File: config.mk
export PLATFORM = sky130hd
export DESIGN_NAME = url_percent_codec
export DESIGN_NICKNAME = d
export VERILOG_FILES = /design/src/sv/upc_pkg.sv /design/src/sv/upc_front.sv /design/src/sv/upc_queue.sv /design/src/sv/upc_back.sv /design/src/sv/url_percent_codec.sv
export VERILOG_INCLUDE_DIRS = /design/src /design/src/sv
export SDC_FILE = /design/constraint.sdc
export NUM_CORES = 1
export LEC_CHECK = 0
export BUFFER_PORTS_ARGS = -buffer_cell sky130_fd_sc_hd__buf_2
export CORE_ASPECT_RATIO = 1.5
export CORE_MARGIN = 2
export CORE_UTILIZATION = 54
export DETAILED_ROUTE_END_ITERATION = 12
export PLACE_DENSITY = 0.76
export SYNTH_ARGS = -nofsm -noshare
export SYNTH_HDL_FRONTEND = slang
export SYNTH_SLANG_ARGS = --single-unit
export TNS_END_PERCENT = 100
File: constraint.sdc
create_clock -name clk -period 2 [get_ports clk]
set_input_delay 0 -clock clk [delete_from_list [all_inputs] [get_ports clk]]
set_output_delay 0 -clock clk [all_outputs]
set_load 0.03 [all_outputs]
File: src/sv/assert_macros.svh
// ----------------------------------------------------------------------------
// assert_macros.svh
// shared concurrent assertion macros, clocked on clk, reset by rst_n
// ----------------------------------------------------------------------------
`ifndef ASSERT_MACROS_SVH
`define ASSERT_MACROS_SVH

// property that must hold at every edge outside reset
`define UPC_ASSERT_ALWAYS(label, expr, msg) \
  label: assert property (@(posedge clk) disable iff (!rst_n) (expr)) else $error(msg);

// same-cycle implication
`define UPC_ASSERT_IMPL(label, ante, cons, msg) \
  label: assert property (@(posedge clk) disable iff (!rst_n) (ante) |-> (cons)) \
    else $error(msg);

// next-cycle implication
`define UPC_ASSERT_NEXT(label, ante, cons, msg) \
  label: assert property (@(posedge clk) disable iff (!rst_n) (ante) |=> (cons)) \
    else $error(msg);

`endif

File: src/sv/upc_pkg.sv
// ----------------------------------------------------------------------------
// upc_pkg
// types, constants and character helpers for the url percent codec
// ----------------------------------------------------------------------------
`timescale 1ns / 1ps
`default_nettype none

package upc_pkg;

  // command queue depth, must be a power of two
  localparam int QUEUE_DEPTH = 2;
  localparam int QPTR_W      = (QUEUE_DEPTH > 1) ? $clog2(QUEUE_DEPTH) : 1;
  localparam int QCNT_W      = $clog2(QUEUE_DEPTH + 1);

  localparam logic [7:0] CH_PERCENT = 8'h25;
  localparam logic [7:0] CH_PLUS    = 8'h2B;
  localparam logic [7:0] CH_SPACE   = 8'h20;

  localparam logic DIR_ENCODE = 1'b0;
  localparam logic DIR_DECODE = 1'b1;

  // decode escape progress
  typedef enum logic [1:0] {
    PH_IDLE  = 2'd0,
    PH_PCT   = 2'd1,
    PH_FIRST = 2'd2
  } esc_phase_t;

  // work handed from front to back
  typedef enum logic {
    CMD_PLAIN  = 1'b0,
    CMD_ESCAPE = 1'b1
  } cmd_kind_t;

  typedef struct packed {
    cmd_kind_t  kind;
    logic [7:0] data;
  } cmd_t;

  typedef struct packed {
    logic              full;
    logic              empty;
    logic [QCNT_W-1:0] count;
  } q_status_t;

  typedef struct packed {
    logic       direction;
    esc_phase_t phase;
  } front_status_t;

  // letters, digits and - _ . , pass through the encoder
  function automatic logic is_plain(input logic [7:0] b);
    logic r;
    r = ((b >= 8'h41) && (b <= 8'h5A)) ||
        ((b >= 8'h61) && (b <= 8'h7A)) ||
        ((b >= 8'h30) && (b <= 8'h39)) ||
        (b == 8'h2D) || (b == 8'h5F) || (b == 8'h2E) || (b == 8'h2C);
    return r;
  endfunction

  // bit 4 set when b is not a hex digit, else bits 3..0 hold the value
  function automatic logic [4:0] hex_value(input logic [7:0] b);
    logic [7:0] t;
    logic [4:0] r;
    r = 5'h10;
    if ((b >= 8'h30) && (b <= 8'h39)) begin
      t = b - 8'h30;
      r = {1'b0, t[3:0]};
    end else if ((b >= 8'h41) && (b <= 8'h46)) begin
      t = b - 8'h37;
      r = {1'b0, t[3:0]};
    end else if ((b >= 8'h61) && (b <= 8'h66)) begin
      t = b - 8'h57;
      r = {1'b0, t[3:0]};
    end
    return r;
  endfunction

  // upper-case hex character for one nibble
  function automatic logic [7:0] hex_char(input logic [3:0] v);
    logic [7:0] r;
    if (v < 4'd10) begin
      r = 8'h30 + {4'b0, v};
    end else begin
      r = 8'h37 + {4'b0, v};
    end
    return r;
  endfunction

endpackage

`default_nettype wire

File: src/sv/upc_front.sv
// ----------------------------------------------------------------------------
// upc_front
// accepts input bytes, tracks decode escapes and issues commands
// ----------------------------------------------------------------------------
`timescale 1ns / 1ps
`default_nettype none

module upc_front import upc_pkg::*; (
  input  wire logic          clk,
  input  wire logic          rst_n,
  input  wire logic          cfg_wr_en,
  input  wire logic          cfg_wr_data,
  input  wire logic          in_valid,
  output logic               in_stall,
  input  wire logic [7:0]    in_byte,
  input  wire logic          q_full,
  output logic               push,
  output cmd_t               push_cmd,
  output front_status_t      status
);

  logic       direction_r, direction_nxt;
  esc_phase_t phase_r, phase_nxt;
  logic [4:0] first_digit_r, first_digit_nxt;
  logic       accept;
  logic [4:0] hv;

  assign in_stall = q_full;
  assign accept   = in_valid && !q_full;
  assign hv       = hex_value(in_byte);

  assign status.direction = direction_r;
  assign status.phase     = phase_r;

  // state registers
  always_ff @(posedge clk) begin
    if (!rst_n) begin
      direction_r   <= DIR_ENCODE;
      phase_r       <= PH_IDLE;
      first_digit_r <= '0;
    end else begin
      direction_r   <= direction_nxt;
      phase_r       <= phase_nxt;
      first_digit_r <= first_digit_nxt;
    end
  end

  // classify byte, advance escape state
  always_comb begin
    direction_nxt   = direction_r;
    phase_nxt       = phase_r;
    first_digit_nxt = first_digit_r;
    push            = 1'b0;
    push_cmd.kind   = CMD_PLAIN;
    push_cmd.data   = in_byte;
    if (cfg_wr_en) begin
      // a direction write drops any pending escape
      direction_nxt   = cfg_wr_data;
      phase_nxt       = PH_IDLE;
      first_digit_nxt = '0;
    end else if (accept) begin
      if (direction_r == DIR_ENCODE) begin
        push          = 1'b1;
        push_cmd.kind = is_plain(in_byte) ? CMD_PLAIN : CMD_ESCAPE;
      end else begin
        case (phase_r)
          PH_PCT: begin
            first_digit_nxt = hv[4] ? 5'h00 : {1'b1, hv[3:0]};
            phase_nxt       = PH_FIRST;
          end
          PH_FIRST: begin
            push = 1'b1;
            if (!first_digit_r[4]) begin
              push_cmd.data = 8'h00;
            end else if (hv[4]) begin
              push_cmd.data = {4'b0, first_digit_r[3:0]};
            end else begin
              push_cmd.data = {first_digit_r[3:0], hv[3:0]};
            end
            phase_nxt       = PH_IDLE;
            first_digit_nxt = '0;
          end
          default: begin
            phase_nxt = PH_IDLE;
            if (in_byte == CH_PERCENT) begin
              phase_nxt       = PH_PCT;
              first_digit_nxt = '0;
            end else if (in_byte == CH_PLUS) begin
              push          = 1'b1;
              push_cmd.data = CH_SPACE;
            end else begin
              push = 1'b1;
            end
          end
        endcase
      end
    end
  end

endmodule

`default_nettype wire

File: src/sv/upc_queue.sv
// ----------------------------------------------------------------------------
// upc_queue
// short command queue between front and back
// ----------------------------------------------------------------------------
`timescale 1ns / 1ps
`default_nettype none

module upc_queue import upc_pkg::*; (
  input  wire logic  clk,
  input  wire logic  rst_n,
  input  wire logic  push,
  input  wire cmd_t  push_cmd,
  input  wire logic  pop,
  output cmd_t       head,
  output q_status_t  status
);

  cmd_t              slot_r [QUEUE_DEPTH];
  logic [QPTR_W-1:0] wr_ptr_r, wr_ptr_nxt;
  logic [QPTR_W-1:0] rd_ptr_r, rd_ptr_nxt;
  logic [QCNT_W-1:0] count_r, count_nxt;
  logic              do_push, do_pop;

  assign status.full  = (count_r == QCNT_W'(QUEUE_DEPTH));
  assign status.empty = (count_r == '0);
  assign status.count = count_r;
  assign head         = slot_r[rd_ptr_r];

  assign do_push = push && !status.full;
  assign do_pop  = pop && !status.empty;

  // pointer and count update
  always_comb begin
    wr_ptr_nxt = do_push ? wr_ptr_r + QPTR_W'(1) : wr_ptr_r;
    rd_ptr_nxt = do_pop  ? rd_ptr_r + QPTR_W'(1) : rd_ptr_r;
    count_nxt  = count_r;
    if (do_push && !do_pop) begin
      count_nxt = count_r + QCNT_W'(1);
    end else if (do_pop && !do_push) begin
      count_nxt = count_r - QCNT_W'(1);
    end
  end

  always_ff @(posedge clk) begin
    if (!rst_n) begin
      wr_ptr_r <= '0;
      rd_ptr_r <= '0;
      count_r  <= '0;
    end else begin
      wr_ptr_r <= wr_ptr_nxt;
      rd_ptr_r <= rd_ptr_nxt;
      count_r  <= count_nxt;
    end
  end

  // slot storage
  always_ff @(posedge clk) begin
    if (do_push) begin
      slot_r[wr_ptr_r] <= push_cmd;
    end
  end

endmodule

`default_nettype wire

File: src/sv/upc_back.sv
// ----------------------------------------------------------------------------
// upc_back
// expands commands into output bytes, one byte per transfer
// ----------------------------------------------------------------------------
`timescale 1ns / 1ps
`default_nettype none

module upc_back import upc_pkg::*; (
  input  wire logic        clk,
  input  wire logic        rst_n,
  input  wire cmd_t        head,
  input  wire logic        q_empty,
  output logic             pop,
  output logic             out_valid,
  input  wire logic        out_stall,
  output logic [7:0]       out_byte,
  output logic             out_last_of_run
);

  localparam logic [1:0] STEP_PCT = 2'd0;
  localparam logic [1:0] STEP_HI  = 2'd1;
  localparam logic [1:0] STEP_LO  = 2'd2;

  logic       busy_r, busy_nxt;
  logic [1:0] step_r, step_nxt;
  cmd_t       cmd_r, cmd_nxt;
  logic       fire;

  assign out_valid = busy_r;
  assign fire      = busy_r && !out_stall;

  // output byte selection from the held command
  always_comb begin
    case (step_r)
      STEP_PCT: out_byte = (cmd_r.kind == CMD_ESCAPE) ? CH_PERCENT : cmd_r.data;
      STEP_HI:  out_byte = hex_char(cmd_r.data[7:4]);
      STEP_LO:  out_byte = hex_char(cmd_r.data[3:0]);
      default:  out_byte = cmd_r.data;
    endcase
    out_last_of_run = (cmd_r.kind == CMD_PLAIN) || (step_r == STEP_LO);
  end

  // take the next command when idle or finishing the current one
  always_comb begin
    pop      = (!busy_r || (fire && out_last_of_run)) && !q_empty;
    busy_nxt = busy_r;
    step_nxt = step_r;
    cmd_nxt  = cmd_r;
    if (pop) begin
      busy_nxt = 1'b1;
      step_nxt = STEP_PCT;
      cmd_nxt  = head;
    end else if (fire) begin
      if (out_last_of_run) begin
        busy_nxt = 1'b0;
      end else begin
        step_nxt = step_r + 2'd1;
      end
    end
  end

  always_ff @(posedge clk) begin
    if (!rst_n) begin
      busy_r <= 1'b0;
      step_r <= STEP_PCT;
    end else begin
      busy_r <= busy_nxt;
      step_r <= step_nxt;
    end
  end

  always_ff @(posedge clk) begin
    cmd_r <= cmd_nxt;
  end

endmodule

`default_nettype wire

File: src/sv/url_percent_codec.sv
// an input byte is held in a queue slot, then in the back end's command register, before it leaves
// throughput: one output byte per cycle from the back end's single output port while out_stall is low;
//   a plain or decoded byte gives one output byte, an encoded escape gives three output bytes
// a two-entry command queue lets input continue while output is stalled
// reset: synchronous, active low; direction is encode, no escape pending, queue empty
// ----------------------------------------------------------------------------
// url_percent_codec
// byte stream url percent encoder and decoder with a direction register
// ----------------------------------------------------------------------------
`timescale 1ns / 1ps
`default_nettype none
`include "assert_macros.svh"

module url_percent_codec import upc_pkg::*; (
  input  wire logic       clk,
  input  wire logic       rst_n,
  input  wire logic       cfg_wr_en,
  input  wire logic       cfg_wr_data,
  input  wire logic       in_valid,
  output logic            in_stall,
  input  wire logic [7:0] in_byte,
  output logic            out_valid,
  input  wire logic       out_stall,
  output logic [7:0]      out_byte,
  output logic            out_last_of_run
);

  logic          push, pop;
  cmd_t          push_cmd, head;
  q_status_t     q_status;
  front_status_t f_status;

  // accept and classify
  upc_front u_front (
    .clk         (clk),
    .rst_n       (rst_n),
    .cfg_wr_en   (cfg_wr_en),
    .cfg_wr_data (cfg_wr_data),
    .in_valid    (in_valid),
    .in_stall    (in_stall),
    .in_byte     (in_byte),
    .q_full      (q_status.full),
    .push        (push),
    .push_cmd    (push_cmd),
    .status      (f_status)
  );

  // command queue
  upc_queue u_queue (
    .clk      (clk),
    .rst_n    (rst_n),
    .push     (push),
    .push_cmd (push_cmd),
    .pop      (pop),
    .head     (head),
    .status   (q_status)
  );

  // byte expansion and output
  upc_back u_back (
    .clk             (clk),
    .rst_n           (rst_n),
    .head            (head),
    .q_empty         (q_status.empty),
    .pop             (pop),
    .out_valid       (out_valid),
    .out_stall       (out_stall),
    .out_byte        (out_byte),
    .out_last_of_run (out_last_of_run)
  );

  // queue occupancy stays within its depth
  `UPC_ASSERT_ALWAYS(a_q_bound, q_status.count <= QCNT_W'(QUEUE_DEPTH), "queue over depth")
  // only the encoder produces multi-byte runs
  `UPC_ASSERT_IMPL(a_multi_enc, out_valid && !out_last_of_run, f_status.direction == DIR_ENCODE, "multi-byte run while decoding")
  // a direction write drops any pending escape
  `UPC_ASSERT_NEXT(a_cfg_clear, cfg_wr_en, f_status.phase == PH_IDLE, "escape pending after direction write")

endmodule

`default_nettype wire

## Word-level counts from Yosys, hierarchy flattened

Memories as Yosys holds them, arrays and structs flattened. A register that Yosys moved wholly into a read port is not among the register bits.
Index checks and enable logic that the tools add are counted.

| word-level totals | value |
|---|---|
| memories kept | 1 |
| RAM bits | 18 |
| logic and storage cells | 118 |
| input bits | 14 |
| flip-flop bits (word level) | 15 |

Memory list:

| name | words | bits a word | read ports | clocked after Yosys merged registers in | wr ports | line | text |
|---|---|---|---|---|---|---|---|
| u_queue.slot_r | 2 | 9 | 1 | 1 | 1 | upc_queue.sv:18 | `cmd_t slot_r [QUEUE_DEPTH];` |

| operators by class | value |
|---|---|
| add/sub/neg operators | 12 |
| equality and inequality tests | 11 |
| reduce and logical (&&, ||, !) cells | 39 |
| $lt $le $gt $ge | 10 |
| bitwise operators | 3 |
| muxes and demuxes | 34 |

Operator list:

| operator | number |
|---|---|
| 2-to-1 mux 8 bit | 8 |
| == test 8 x 6 -> 1 bit, second input constant | 5 |
| <= comparator 8 x 7 -> 1 bit, second input constant | 4 |
| adder 6 x 4 -> 7 bit, first input constant | 4 |
| 2-to-1 mux 5 bit | 5 |
| case mux 8 bit (3 select lines) | 1 |
| 2-to-1 mux 9 bit | 2 |
| greater-or-equal comparator 8 x 7 -> 1 bit, second input constant | 2 |
| case mux 8 bit (2 select lines) | 1 |
| logical AND 1 bit | 13 |
| 2-to-1 mux 1 bit | 12 |
| case mux 5 bit (2 select lines) | 1 |
| == test 8 x 7 -> 1 bit, second input constant | 1 |
| greater-or-equal comparator 8 x 6 -> 1 bit, second input constant | 1 |
| <= comparator 8 x 6 -> 1 bit, second input constant | 1 |
| logical OR 1 bit | 8 |
| less-than comparator 4 bit, second input constant | 2 |
| subtractor 4 x 3 -> 4 bit, second input constant | 2 |
| == test 2 bit, second input constant | 3 |
| logical NOT 1 bit | 6 |
| AND reduction 2 bit | 3 |
| nonzero test 2 bit | 3 |
| adder 2 x 1 -> 2 bit, second input constant | 2 |
| == test 2 x 1 -> 1 bit, second input constant | 2 |
| 11 further kinds | 17 |

## Depth between registers and ports, before layout

Gate-level depths: netlist of the first run.

| depth | value |
|---|---|
| depth after elaboration | 12 |
| mapped depth | 10 |
| depth with buffers taken out | 9 |

## Hierarchy

A second synthesis of the first run with hierarchy kept.

| unflattened totals | value |
|---|---|
| cell total of the unflattened synthesis | 262 |
| area total of the unflattened synthesis | 2726.4 µm² |

By module, submodules not included:

| module | sequential area each (µm²) | cells an instance | instances | area each (µm²) |
|---|---|---|---|---|
| upc_front | 160.2 | 122 | 1 | 997.2 |
| upc_queue | 640.6 | 53 | 1 | 880.8 |
| upc_back | 330.3 | 87 | 1 | 848.3 |

## Worst setup path before layout of the first run

Ideal clock, no wire load.

| timing path | value |
|---|---|
| kind | reg2reg |
| from | register u_front.phase_r[0] |
| to | memory u_queue.slot_r[0][2] (netlist name) (data pin) |
| cell stages (with the launch flop) | 7 |
| setup slack | -0.188 ns |
| setup time | 0.136 ns |
| data arrival time | 2.051 ns |
| cell sequence | dfxtp_1 inv_1 ha_1 or3b_1 or4_4 o41ai_1 a31o_1 |

RTL lines:

| what | line | text |
|---|---|---|
| from (decl) | upc_front.sv:23 | `esc_phase_t phase_r, phase_nxt;` |
| from (signal assigned) | upc_front.sv:43 | `phase_r <= phase_nxt;` |
| to (decl) | upc_queue.sv:18 |  |

==> impl_metrics.tcl, run 1 <==
set metrics [dict create \
    crit_type "reg -> reg" \
    power.density_nw_per_um2 927 \
    drive_gt1_frac 0.272 \
    routabilityCongestion 0.973 \
    holdWs_ns 0.0138 \
    syn_avg_cell_area_sq_um 9.96 \
    ir_drop_mv 0.335 \
    die_height_um 91.1 \
    ant_nets 0 \
    cts_buffer_depth 2 \
    syn_area_sq_um 2730 \
    synth_area_leaders "edfxtp_1 (30%), dfxtp_1 (11%), ha_1 (6.4%), mux2_2 (4.1%), o21ai_0 (3.3%)" \
    drt_iter0_markers 81 \
    finalNetCount 354 \
    design_power_total_uw 3030 \
    layout_setup_ws_ns -0.0320 \
    dp_hpwl_mm 5.02 \
    synth-compound-area-share 0.241 \
    cap_viol_max_count 0 \
    leakage_uw 0.00127 \
    place_ws_ns -0.0442 \
    synth-simple-area-share 0.178 \
    drc_errors 0 \
    dpl-instance-area_sq_um 3120 \
    grt_usage 0.231 \
    p_switching_uw 1140 \
    start_util 0.563 \
    fin_tns_setup_ns -0.0610 \
    relSlewSlack 0.609 \
    placementRows 31 \
    finalClockSkew_ns 0.00756 \
    cts.sinks 42 \
    grt_max_degree 16 \
    diodes 0 \
    io_buffers 24 \
    yosysTopAreaCellShare 0.297 \
    cts_root_buf "clkbuf_8" \
    overflow 0 \
    antenna_found_initial 0 \
    syn_to_final_growth_pct 19.6 \
    detail_route.wl_per_cell_um 16.2 \
    cts_tree "yes" \
    cp-end-kind "flip-flop" \
    die_area_sq_um 5650 \
    setup_violations 2 \
    vias 2330 \
    worstSkewPairLatency_ns 0.29 \
    status "complete, but fails checks" \
    synth-seq-cells 42 \
    clockPowerShare 0.171 \
    fill_cells 409 \
    synth_top_family_by_area "compound AO/OA/AOI/OAI gates" \
    critPathRequiredTime_ns 2.15 \
    cts-buffers-inserted 5 \
    path_max_fanout 4 \
    cts_max_level 2 \
    grt_pass1_vias 2224 \
    via_per_inst 5.93 \
    p_int_uw 1880 \
    arrival_ns 2.18 \
    synth_edf_count 27 \
    synthMuxAreaShare 0.0486 \
    netlist-cell-type-count 64 \
    synth-adder-area-share 0.0642 \
    min_period_over_period 1.02 \
    startpoint_type "flip-flop" \
    core_region_area_sq_um 4850 \
    violations "setup timing" \
    clk_transition_reported_paths_ns 0.07 \
    io_pins 25 \
    die_x_um 62.0 \
    yosysWarnings 0 \
    p_sw_frac 0.378 \
    drtPass1Iterations 4 \
    rsz0062_at_grt "true" \
    synthArstFlopShare 0 \
    synth_xor_xnor_area_share 0.0128 \
    fmaxAchievable_mhz 492 \
    fin_crit_ns 2.03 \
    min_path_type "in -> reg" \
    tightest_slew_ns 0.582 \
    grt_first_pass_wirelength_mm 9.71 \
    wirelength_mm 6.37 \
    design_area_sq_um 3260 \
    drv_slew 0 \
    seqPwrFrac 0.424 \
    hold_viol 0 \
    synthCells 274 \
    synth_nets 302 \
    synth_largest_area_cell "edfxtp_1" \
    synth_sequential_area_ratio 0.407 \
    synthFlopType "edfxtp_1" \
    p_comb_frac 0.405 \
]
==> metrics by stage <==
stage,util,instances
after CTS,0.665,390
final,0.673,393
after global routing,0.673,393
after floorplan,-,274
after global placement,0.644,381
after detailed placement,0.644,381
==> power groups by stage <==
stage	clock network [uW]	registers [uW]	logic [uW]
after global placement	0	1290	1130
after CTS	531	1280	1170
after global routing	563	1300	1350
after floorplan	0	1250	844
after detailed placement	0	1300	1160
final	518	1280	1230
==> cell type report <==
| cell class | instances | area [sq um] | area share |
|---|---|---|---|
| clock inverters | 3 | 16.3 | 0.00498 |
| clock buffers | 5 | 68.8 | 0.0211 |
| inverters | 21 | 78.8 | 0.0241 |
| repair buffers | 56 | 375 | 0.115 |
| well taps | 66 | 82.6 | 0.0253 |
| flip-flops and latches | 42 | 1110 | 0.341 |
| multi-input cells | 200 | 1530 | 0.469 |
==> per-layer routing <==
layer	share of wire	vias to the layer above	track usage
met1	0.36	1103	0.216
met5	0	-	0
met3	0.022	19	0.0228
li1	-	1155	-
met4	0.044	0	0.124
met2	0.57	53	0.443
==> sequential cells by signal (all words and copies together), names as in the netlist <==
signal and flops:
u_queue.wr_ptr_r 1, u_queue.rd_ptr_r 1, u_front.phase_r 2, u_front.direction_r 1
u_back.out_valid 1, u_front.first_digit_r 5, u_back.cmd_r 9, u_back.step_r 2
u_queue.count_r 2, u_queue.slot_r 18
==> logic make-up (layout without fill, tap and decap cells) <==
group,Yosys count,after routing
adder cells (fa/ha/maj),14,14
AND/OR/NAND/NOR,76,76
XOR/XNOR,4,4
flip-flops,42,42
buffers and inverters,32,85
multiplexers,12,12
AO/OA/AOI/OAI,94,94
==> cell usage in the layout (no fill, tap or decap), types with 4 or more instances in the layout <==
cell type and instances:
a21o_1 7, a21oi_1 17, a22o_1 10, buf_2 24, buf_4 30, clkbuf_8 5, dfxtp_1 14, edfxtp_1 27
ha_1 13, inv_1 20, mux2_2 10, nand2_1 11, nor2_1 12, nor2b_1 6, nor3_1 7, o211ai_1 8
o21ai_0 13, o21ai_1 4, or3_1 4
==> critical path, stage by stage, from the launching register on <==
cell and delay, ns:
dfxtp_1 0.40, ha_4 0.23, or3b_4 0.41, or4_4 0.47
o41ai_2 0.22, a31o_1 0.17
==> final timing paths <==
path                                                             from                                    end  slack (ns)  depth (start not counted)
worst min register to register  u_front.first_digit_r[4]$_SDFFE_PP0P_  u_front.first_digit_r[4]$_SDFFE_PP0P_        0.49                          1
worst max-delay path                  u_front.phase_r[1]$_SDFFE_PP0P_         u_queue.slot_r[1][2]$_DFFE_PP_       -0.03                          5
worst max register to register        u_front.phase_r[1]$_SDFFE_PP0P_         u_queue.slot_r[1][2]$_DFFE_PP_       -0.03                          5
worst min-delay path                                        cfg_wr_en       u_front.direction_r$_SDFFE_PN0P_        0.01                          3
==> synth_stat cells, drive strengths merged, types with 2 or more instances <==
library cell and number:
nand2 11, o211ai 8, nor2b 8, a31oi 3, o21ai 18, nand4b 2, a21oi 18, mux2 10
o22ai 3, xor2 2, nand3 3, a2bb2oi 3, and4b 2, dfxtp 15, nor3 7, ha 14
a2111oi 2, or4b 3, a22o 10, o41ai 2, inv 21, nor2 12, and2 3, edfxtp 27
nand3b 2, a21o 7, nor4b 4, buf 3, a21boi 2, clkbuf 8, mux2i 2, or3 5
a211oi 2, a22oi 2, nor4bb 2, o21a 3, and3 3, xnor2 2
==> what timing repair did <==
action,4_1_cts,5_1_grt
pin swaps,0,1
endpoints found under the setup margin,6,14
buffers inserted,0,3
hold endpoints to repair,1,0
gates resized for setup,5,7
hold buffers,1,0
(Power assumes the default switching activity.)
==> run 2, diff against run 1 <==
--- a/config.mk
+++ b/config.mk
@@ -6,12 +6,13 @@
 export SDC_FILE = /design/constraint.sdc
 export NUM_CORES = 1
 export LEC_CHECK = 0
+export ABC_AREA = 1
 export BUFFER_PORTS_ARGS = -buffer_cell sky130_fd_sc_hd__buf_2
 export CORE_ASPECT_RATIO = 1.5
 export CORE_MARGIN = 2
-export CORE_UTILIZATION = 54
+export CORE_UTILIZATION = 55
 export DETAILED_ROUTE_END_ITERATION = 12
-export PLACE_DENSITY = 0.76
+export PLACE_DENSITY = 0.75
 export SYNTH_ARGS = -nofsm -noshare
 export SYNTH_HDL_FRONTEND = slang
 export SYNTH_SLANG_ARGS = --single-unit
==> constraint.sdc (replaced) <==
create_clock -name clk -period 2.6 [get_ports clk]
set_input_delay 0 -clock clk [delete_from_list [all_inputs] [get_ports clk]]
set_output_delay 0 -clock clk [all_outputs]
set_load 0.03 [all_outputs]
==> impl_metrics.tcl, run 2 <==
set metrics [dict create \
    multi_input_area_sq_um 1240 \
    syn_avg_cell_area_sq_um 8.00 \
    synth_sequential_area_ratio 0.438 \
    syn_area_sq_um 2540 \
    die_x_um 59.4 \
    p_switching_uw 987 \
    cts_root_buf "clkbuf_8" \
    grt_usage 0.240 \
    grt_max_degree 14 \
    ir_drop_mv 0.309 \
    drtPass1Iterations 4 \
    placementRows 30 \
    drt_iter0_markers 118 \
    cts_buffer_depth 2 \
    synth_xor_xnor_area_share 0 \
    clockPowerShare 0.170 \
    utilization 0.639 \
    start_util 0.568 \
    diodes 0 \
    netlist-cell-type-count 35 \
    worstSkewPairLatency_ns 0.29 \
    yosysMostFrequentCell "nand2_1" \
    cts.sinks 42 \
    synthFlopType "edfxtp_1" \
    core_region_area_sq_um 4470 \
    via_per_inst 5.58 \
    synth_area_leaders "edfxtp_1 (32%), dfxtp_1 (12%), nand2_1 (11%), ha_1 (6.9%), inv_1 (5.8%)" \
    synth_largest_area_cell "edfxtp_1" \
    drc_errors 0 \
    synthMuxAreaShare 0 \
    crit_type "reg -> reg" \
    p_comb_frac 0.409 \
    cap_viol_max_count 0 \
    rsz0062_at_grt "false" \
    arrival_ns 2.46 \
    mostFrequentLayoutCell "nand2_1" \
    ys_top_cells_by_count "nand2_1 (72), inv_1 (39), edfxtp_1 (27), nor2_1 (27), a21oi_1 (24)" \
    grt_pass1_vias 2250 \
    cts_tree "yes" \
    syn_to_final_growth_pct 12.6 \
    clk_transition_reported_paths_ns 0.08 \
    routabilityCongestion 0.994 \
    layout_setup_ws_ns 0.320 \
    vias 2243 \
    drive_gt1_frac 0.178 \
    synthArstFlopShare 0 \
    place_ws_ns 0.206 \
    final_cell_mix "nand2_1 (72), inv_1 (39), nor2_1 (27), edfxtp_1 (27)" \
    p_int_uw 1360 \
    synth_edf_count 27 \
    cts-buffers-inserted 5 \
    relSlewSlack 0.739 \
    min_period_over_period 0.877 \
    hold_viol 0 \
    fill_cells 402 \
    synth-seq-cells 42 \
    synth-simple-area-share 0.271 \
    io_pins 25 \
    synth_nets 345 \
    critPathRequiredTime_ns 2.78 \
    largest_registers "u_queue.slot_r (18), u_back.cmd_r (9), u_front.first_digit_r (5)" \
    p_sw_frac 0.421 \
    die_area_sq_um 5180 \
    setup_violations 0 \
    status "finished clean" \
    largest_register_ffs 18 \
    grt_first_pass_wirelength_mm 9.21 \
    min_path_type "in -> reg" \
    fin_crit_ns 2.28 \
    power.density_nw_per_um2 820 \
    tightest_slew_ns 0.390 \
    synthCells 317 \
    detail_route.wl_per_cell_um 13.4 \
    leakage_uw 0.00123 \
    yosysTopAreaCellShare 0.320 \
    startpoint_type "flip-flop" \
    io_buffers 24 \
    finalClockSkew_ns 0.00359 \
    drv_slew 0 \
    cp-end-kind "flip-flop" \
    synth-adder-area-share 0.0691 \
    die_height_um 87.2 \
    cts_max_level 2 \
    largest_register "u_queue.slot_r" \
    path_max_fanout 13 \
    synth_top_family_by_area "simple AND/OR/NAND/NOR gates" \
    wirelength_mm 5.38 \
    seqPwrFrac 0.420 \
    dp_hpwl_mm 4.37 \
    overflow 0 \
    regArea_sq_um 1110 \
    yosysWarnings 0 \
    fmaxAchievable_mhz 439 \
    synth-compound-area-share 0.146 \
    antenna_found_initial 0 \
    fin_tns_setup_ns 0 \
    finalNetCount 381 \
    ant_nets 0 \
]
==> run 2: critical path: stages (launching register included) <==
cell	delay [ns]
dfxtp_1	0.36
inv_1	0.10
ha_1	0.25
inv_2	0.08
nand2_1	0.08
a21boi_1	0.11
a21oi_4	0.34
inv_2	0.07
ha_1	0.33
a21oi_1	0.12
o21ai_0	0.12
o21ai_0	0.16
a21oi_1	0.05
==> run 2: final timing paths <==
path | depth (start not counted) | start | slack (ns) | endpoint
worst min-delay path | 4 | cfg_wr_en | 0.04 | u_front.phase_r[0]$_SDFFE_PP0P_
worst min register to register | 2 | u_front.first_digit_r[1]$_SDFFE_PP0P_ | 0.47 | u_front.first_digit_r[1]$_SDFFE_PP0P_
worst max-delay path | 12 | u_back.step_r[0]$_SDFFE_PP0P_ | 0.32 | u_queue.count_r[1]$_SDFFE_PN0P_
worst max register to register | 12 | u_back.step_r[0]$_SDFFE_PP0P_ | 0.32 | u_queue.count_r[1]$_SDFFE_PN0P_
==> run 2: logic make-up (layout without fill, tap and decap cells) <==
group / Yosys count / after routing
compound gates: 66 / 66
flops: 42 / 42
simple gates: 144 / 144
buf+inv: 51 / 88
fa+ha+maj: 14 / 14
==> run 2: cell type report <==
| cell class | instances | share of cell area |
|---|---|---|
| Clock buffer | 6 | 0.0254 |
| Clock inverter | 2 | 0.00307 |
| Inverter | 50 | 0.0666 |
| Multi-Input combinational cell | 224 | 0.434 |
| Sequential cell | 42 | 0.389 |
| Tap cell | 48 | 0.0210 |
| Timing Repair Buffer | 30 | 0.0613 |
==> run 2: power by group through the flow <==
stage / clock network (uW) / registers [uW] / logic, uW
finish: 399 / 984 / 959
global route: 435 / 1010 / 1060
CTS: 407 / 983 / 943
detailed placement: 0 / 998 / 936
global placement: 0 / 994 / 918
floorplan: 0 / 970 / 708
==> run 2: what timing repair did <==
action                                 4_1_cts  5_1_grt
hold buffers                                 4        0
resized for setup                            0        1
setup endpoints to repair                    0        1
buffers inserted                             0        0
endpoints found under the hold margin        3        0
==> run 2: metal layers <==
metal  share of wire  up-vias  GRT usage
met1            0.34     1007      0.202
li1                -     1130          -
met2            0.55       75      0.453
met5               0        -          0
met4           0.076        0      0.207
met3           0.032       31     0.0386
==> run 2: per-stage QoR <==
stage               hold slack [ns]  instance area (sq um)  cells  power (uW)
floorplan                     0.130                   2540    317        1680
global placement              0.231                   2730    390        1910
detailed placement            0.236                   2730    390        1930
CTS                          0.0284                   2850    402        2330
global route                 0.0564                   2860    402        2510
finish                       0.0402                   2860    402        2340
==> run 3, diff against run 2 <==
--- a/config.mk
+++ b/config.mk
@@ -8,11 +8,13 @@
 export LEC_CHECK = 0
 export ABC_AREA = 1
 export BUFFER_PORTS_ARGS = -buffer_cell sky130_fd_sc_hd__buf_2
+export CELL_PAD_IN_SITES_DETAIL_PLACEMENT = 1
+export CELL_PAD_IN_SITES_GLOBAL_PLACEMENT = 2
 export CORE_ASPECT_RATIO = 1.5
 export CORE_MARGIN = 2
-export CORE_UTILIZATION = 55
+export CORE_UTILIZATION = 38
 export DETAILED_ROUTE_END_ITERATION = 12
-export PLACE_DENSITY = 0.75
+export PLACE_DENSITY_LB_ADDON = 0.1
 export SYNTH_ARGS = -nofsm -noshare
 export SYNTH_HDL_FRONTEND = slang
 export SYNTH_SLANG_ARGS = --single-unit
==> impl_metrics.tcl, run 3 (same netlist as run 2, synthesis figures left out) <==
set metrics [dict create \
    status "finished clean" \
    ir_drop_mv 0.240 \
    vias 2190 \
    finalClockSkew_ns 0.00437 \
    cts.sinks 42 \
    fill_cells 810 \
    placementRows 36 \
    clk_transition_reported_paths_ns 0.08 \
    mostFrequentLayoutCell "nand2_1" \
    die_height_um 104 \
    drtPass1Iterations 4 \
    cap_viol_max_count 0 \
    power.density_nw_per_um2 852 \
    wirelength_mm 6.37 \
    fmaxAchievable_mhz 467 \
    start_util 0.391 \
    grt_max_degree 14 \
    ant_nets 0 \
    worstSkewPairLatency_ns 0.30 \
    drv_slew 0 \
    hold_viol 0 \
    io_buffers 24 \
    grt_pass1_vias 2288 \
    post_cts_resized 0 \
    antenna_found_initial 0 \
    final_cell_mix "nand2_1 (72), inv_1 (39), nor2_1 (27), edfxtp_1 (27)" \
    tightest_slew_ns 0.419 \
    cts_max_level 2 \
    largest_register "u_queue.slot_r" \
    cts_root_buf "clkbuf_8" \
    cp-end-kind "flip-flop" \
    leakage_uw 0.00125 \
    routabilityCongestion 0.924 \
    overflow 0 \
    cts_buffer_depth 2 \
    rsz0062_at_grt "false" \
    hold_buffers 4 \
    worstHoldPathCells 4 \
    design_area_sq_um 2930 \
    drt_iter0_markers 36 \
    syn_to_final_growth_pct 15.4 \
    die_x_um 70.7 \
    drive_gt1_frac 0.188 \
    io_pins 25 \
    holdWs_ns 0.0403 \
    diodes 0 \
    grt_usage 0.185 \
    path_max_fanout 5 \
    arrival_ns 2.33 \
    finalNetCount 383 \
    core_region_area_sq_um 6490 \
    relSlewSlack 0.721 \
    fin_tns_setup_ns 0 \
    crit_type "reg -> reg" \
    min_period_over_period 0.823 \
    fin_crit_ns 2.14 \
    rr_worst_depth 12 \
    min_path_type "in -> reg" \
    setup_violations 0 \
    largest_register_ffs 18 \
    dpl-instance-area_sq_um 2780 \
    critPathRequiredTime_ns 2.79 \
    detail_route.wl_per_cell_um 14.8 \
    via_per_inst 5.07 \
    die_area_sq_um 7360 \
    grt_first_pass_wirelength_mm 10.6 \
    cts_tree "yes" \
    largest_registers "u_queue.slot_r (18), u_back.cmd_r (9), u_front.first_digit_r (5)" \
    cts_setup_buffers 0 \
    drc_errors 0 \
    startpoint_type "flip-flop" \
    cts-buffers-inserted 5 \
    dp_hpwl_mm 5.37 \
]
run 3: cell type report:
type	instances	area [sq um]	share of cell area
multi-input combinational	224	1230	0.421
clock buffer	5	68.8	0.0235
sequential	42	1110	0.380
inverter	50	190	0.0650
clock inverter	3	40.0	0.0137
timing repair buffer	32	190	0.0650
tap	76	95.1	0.0325
run 3: report_power, final:
group	switching, uW	internal, uW
logic	711	306
clock network	225	283
registers	85.9	882
run 3: final timing paths:
kind | startpoint | endpoint | slack (ns)
setup / recovery | u_front.phase_r[0]$_SDFFE_PP0P_ | u_queue.count_r[1]$_SDFFE_PN0P_ | 0.46
hold / removal | cfg_wr_en | u_front.phase_r[0]$_SDFFE_PP0P_ | 0.04
hold reg to reg | u_front.first_digit_r[1]$_SDFFE_PP0P_ | u_front.first_digit_r[1]$_SDFFE_PP0P_ | 0.47
setup reg to reg | u_front.phase_r[0]$_SDFFE_PP0P_ | u_queue.count_r[1]$_SDFFE_PN0P_ | 0.46
run 3: critical path, stage by stage, from the launching register on:
cell	delay, ns
dfxtp_1	0.38
inv_1	0.06
ha_1	0.40
inv_1	0.12
a21oi_1	0.14
nand2_1	0.08
nand2_2	0.08
inv_2	0.04
ha_1	0.30
a21oi_1	0.11
o21ai_0	0.11
o21ai_0	0.16
a21oi_1	0.05
run 3: metal layers:
metal	up-vias	share of wire	GRT usage
li1	1129	-	-
met1	1011	0.34	0.157
met2	33	0.60	0.385
met3	17	0.016	0.0271
met4	0	0.042	0.0984
met5	-	0	0
run 3: through the flow:
stage / utilization / setup WS (ns) / total power [uW] / instances
6_report: 0.451 / 0.459 / 2490 / 432
5_1_grt: 0.451 / 0.281 / 2680 / 432
4_1_cts: 0.451 / 0.439 / 2530 / 432
3_5_place_dp: 0.428 / 0.450 / 2010 / 420
3_3_place_gp: 0.428 / 0.504 / 1980 / 420
2_1_floorplan: - / 0.246 / 1680 / 317
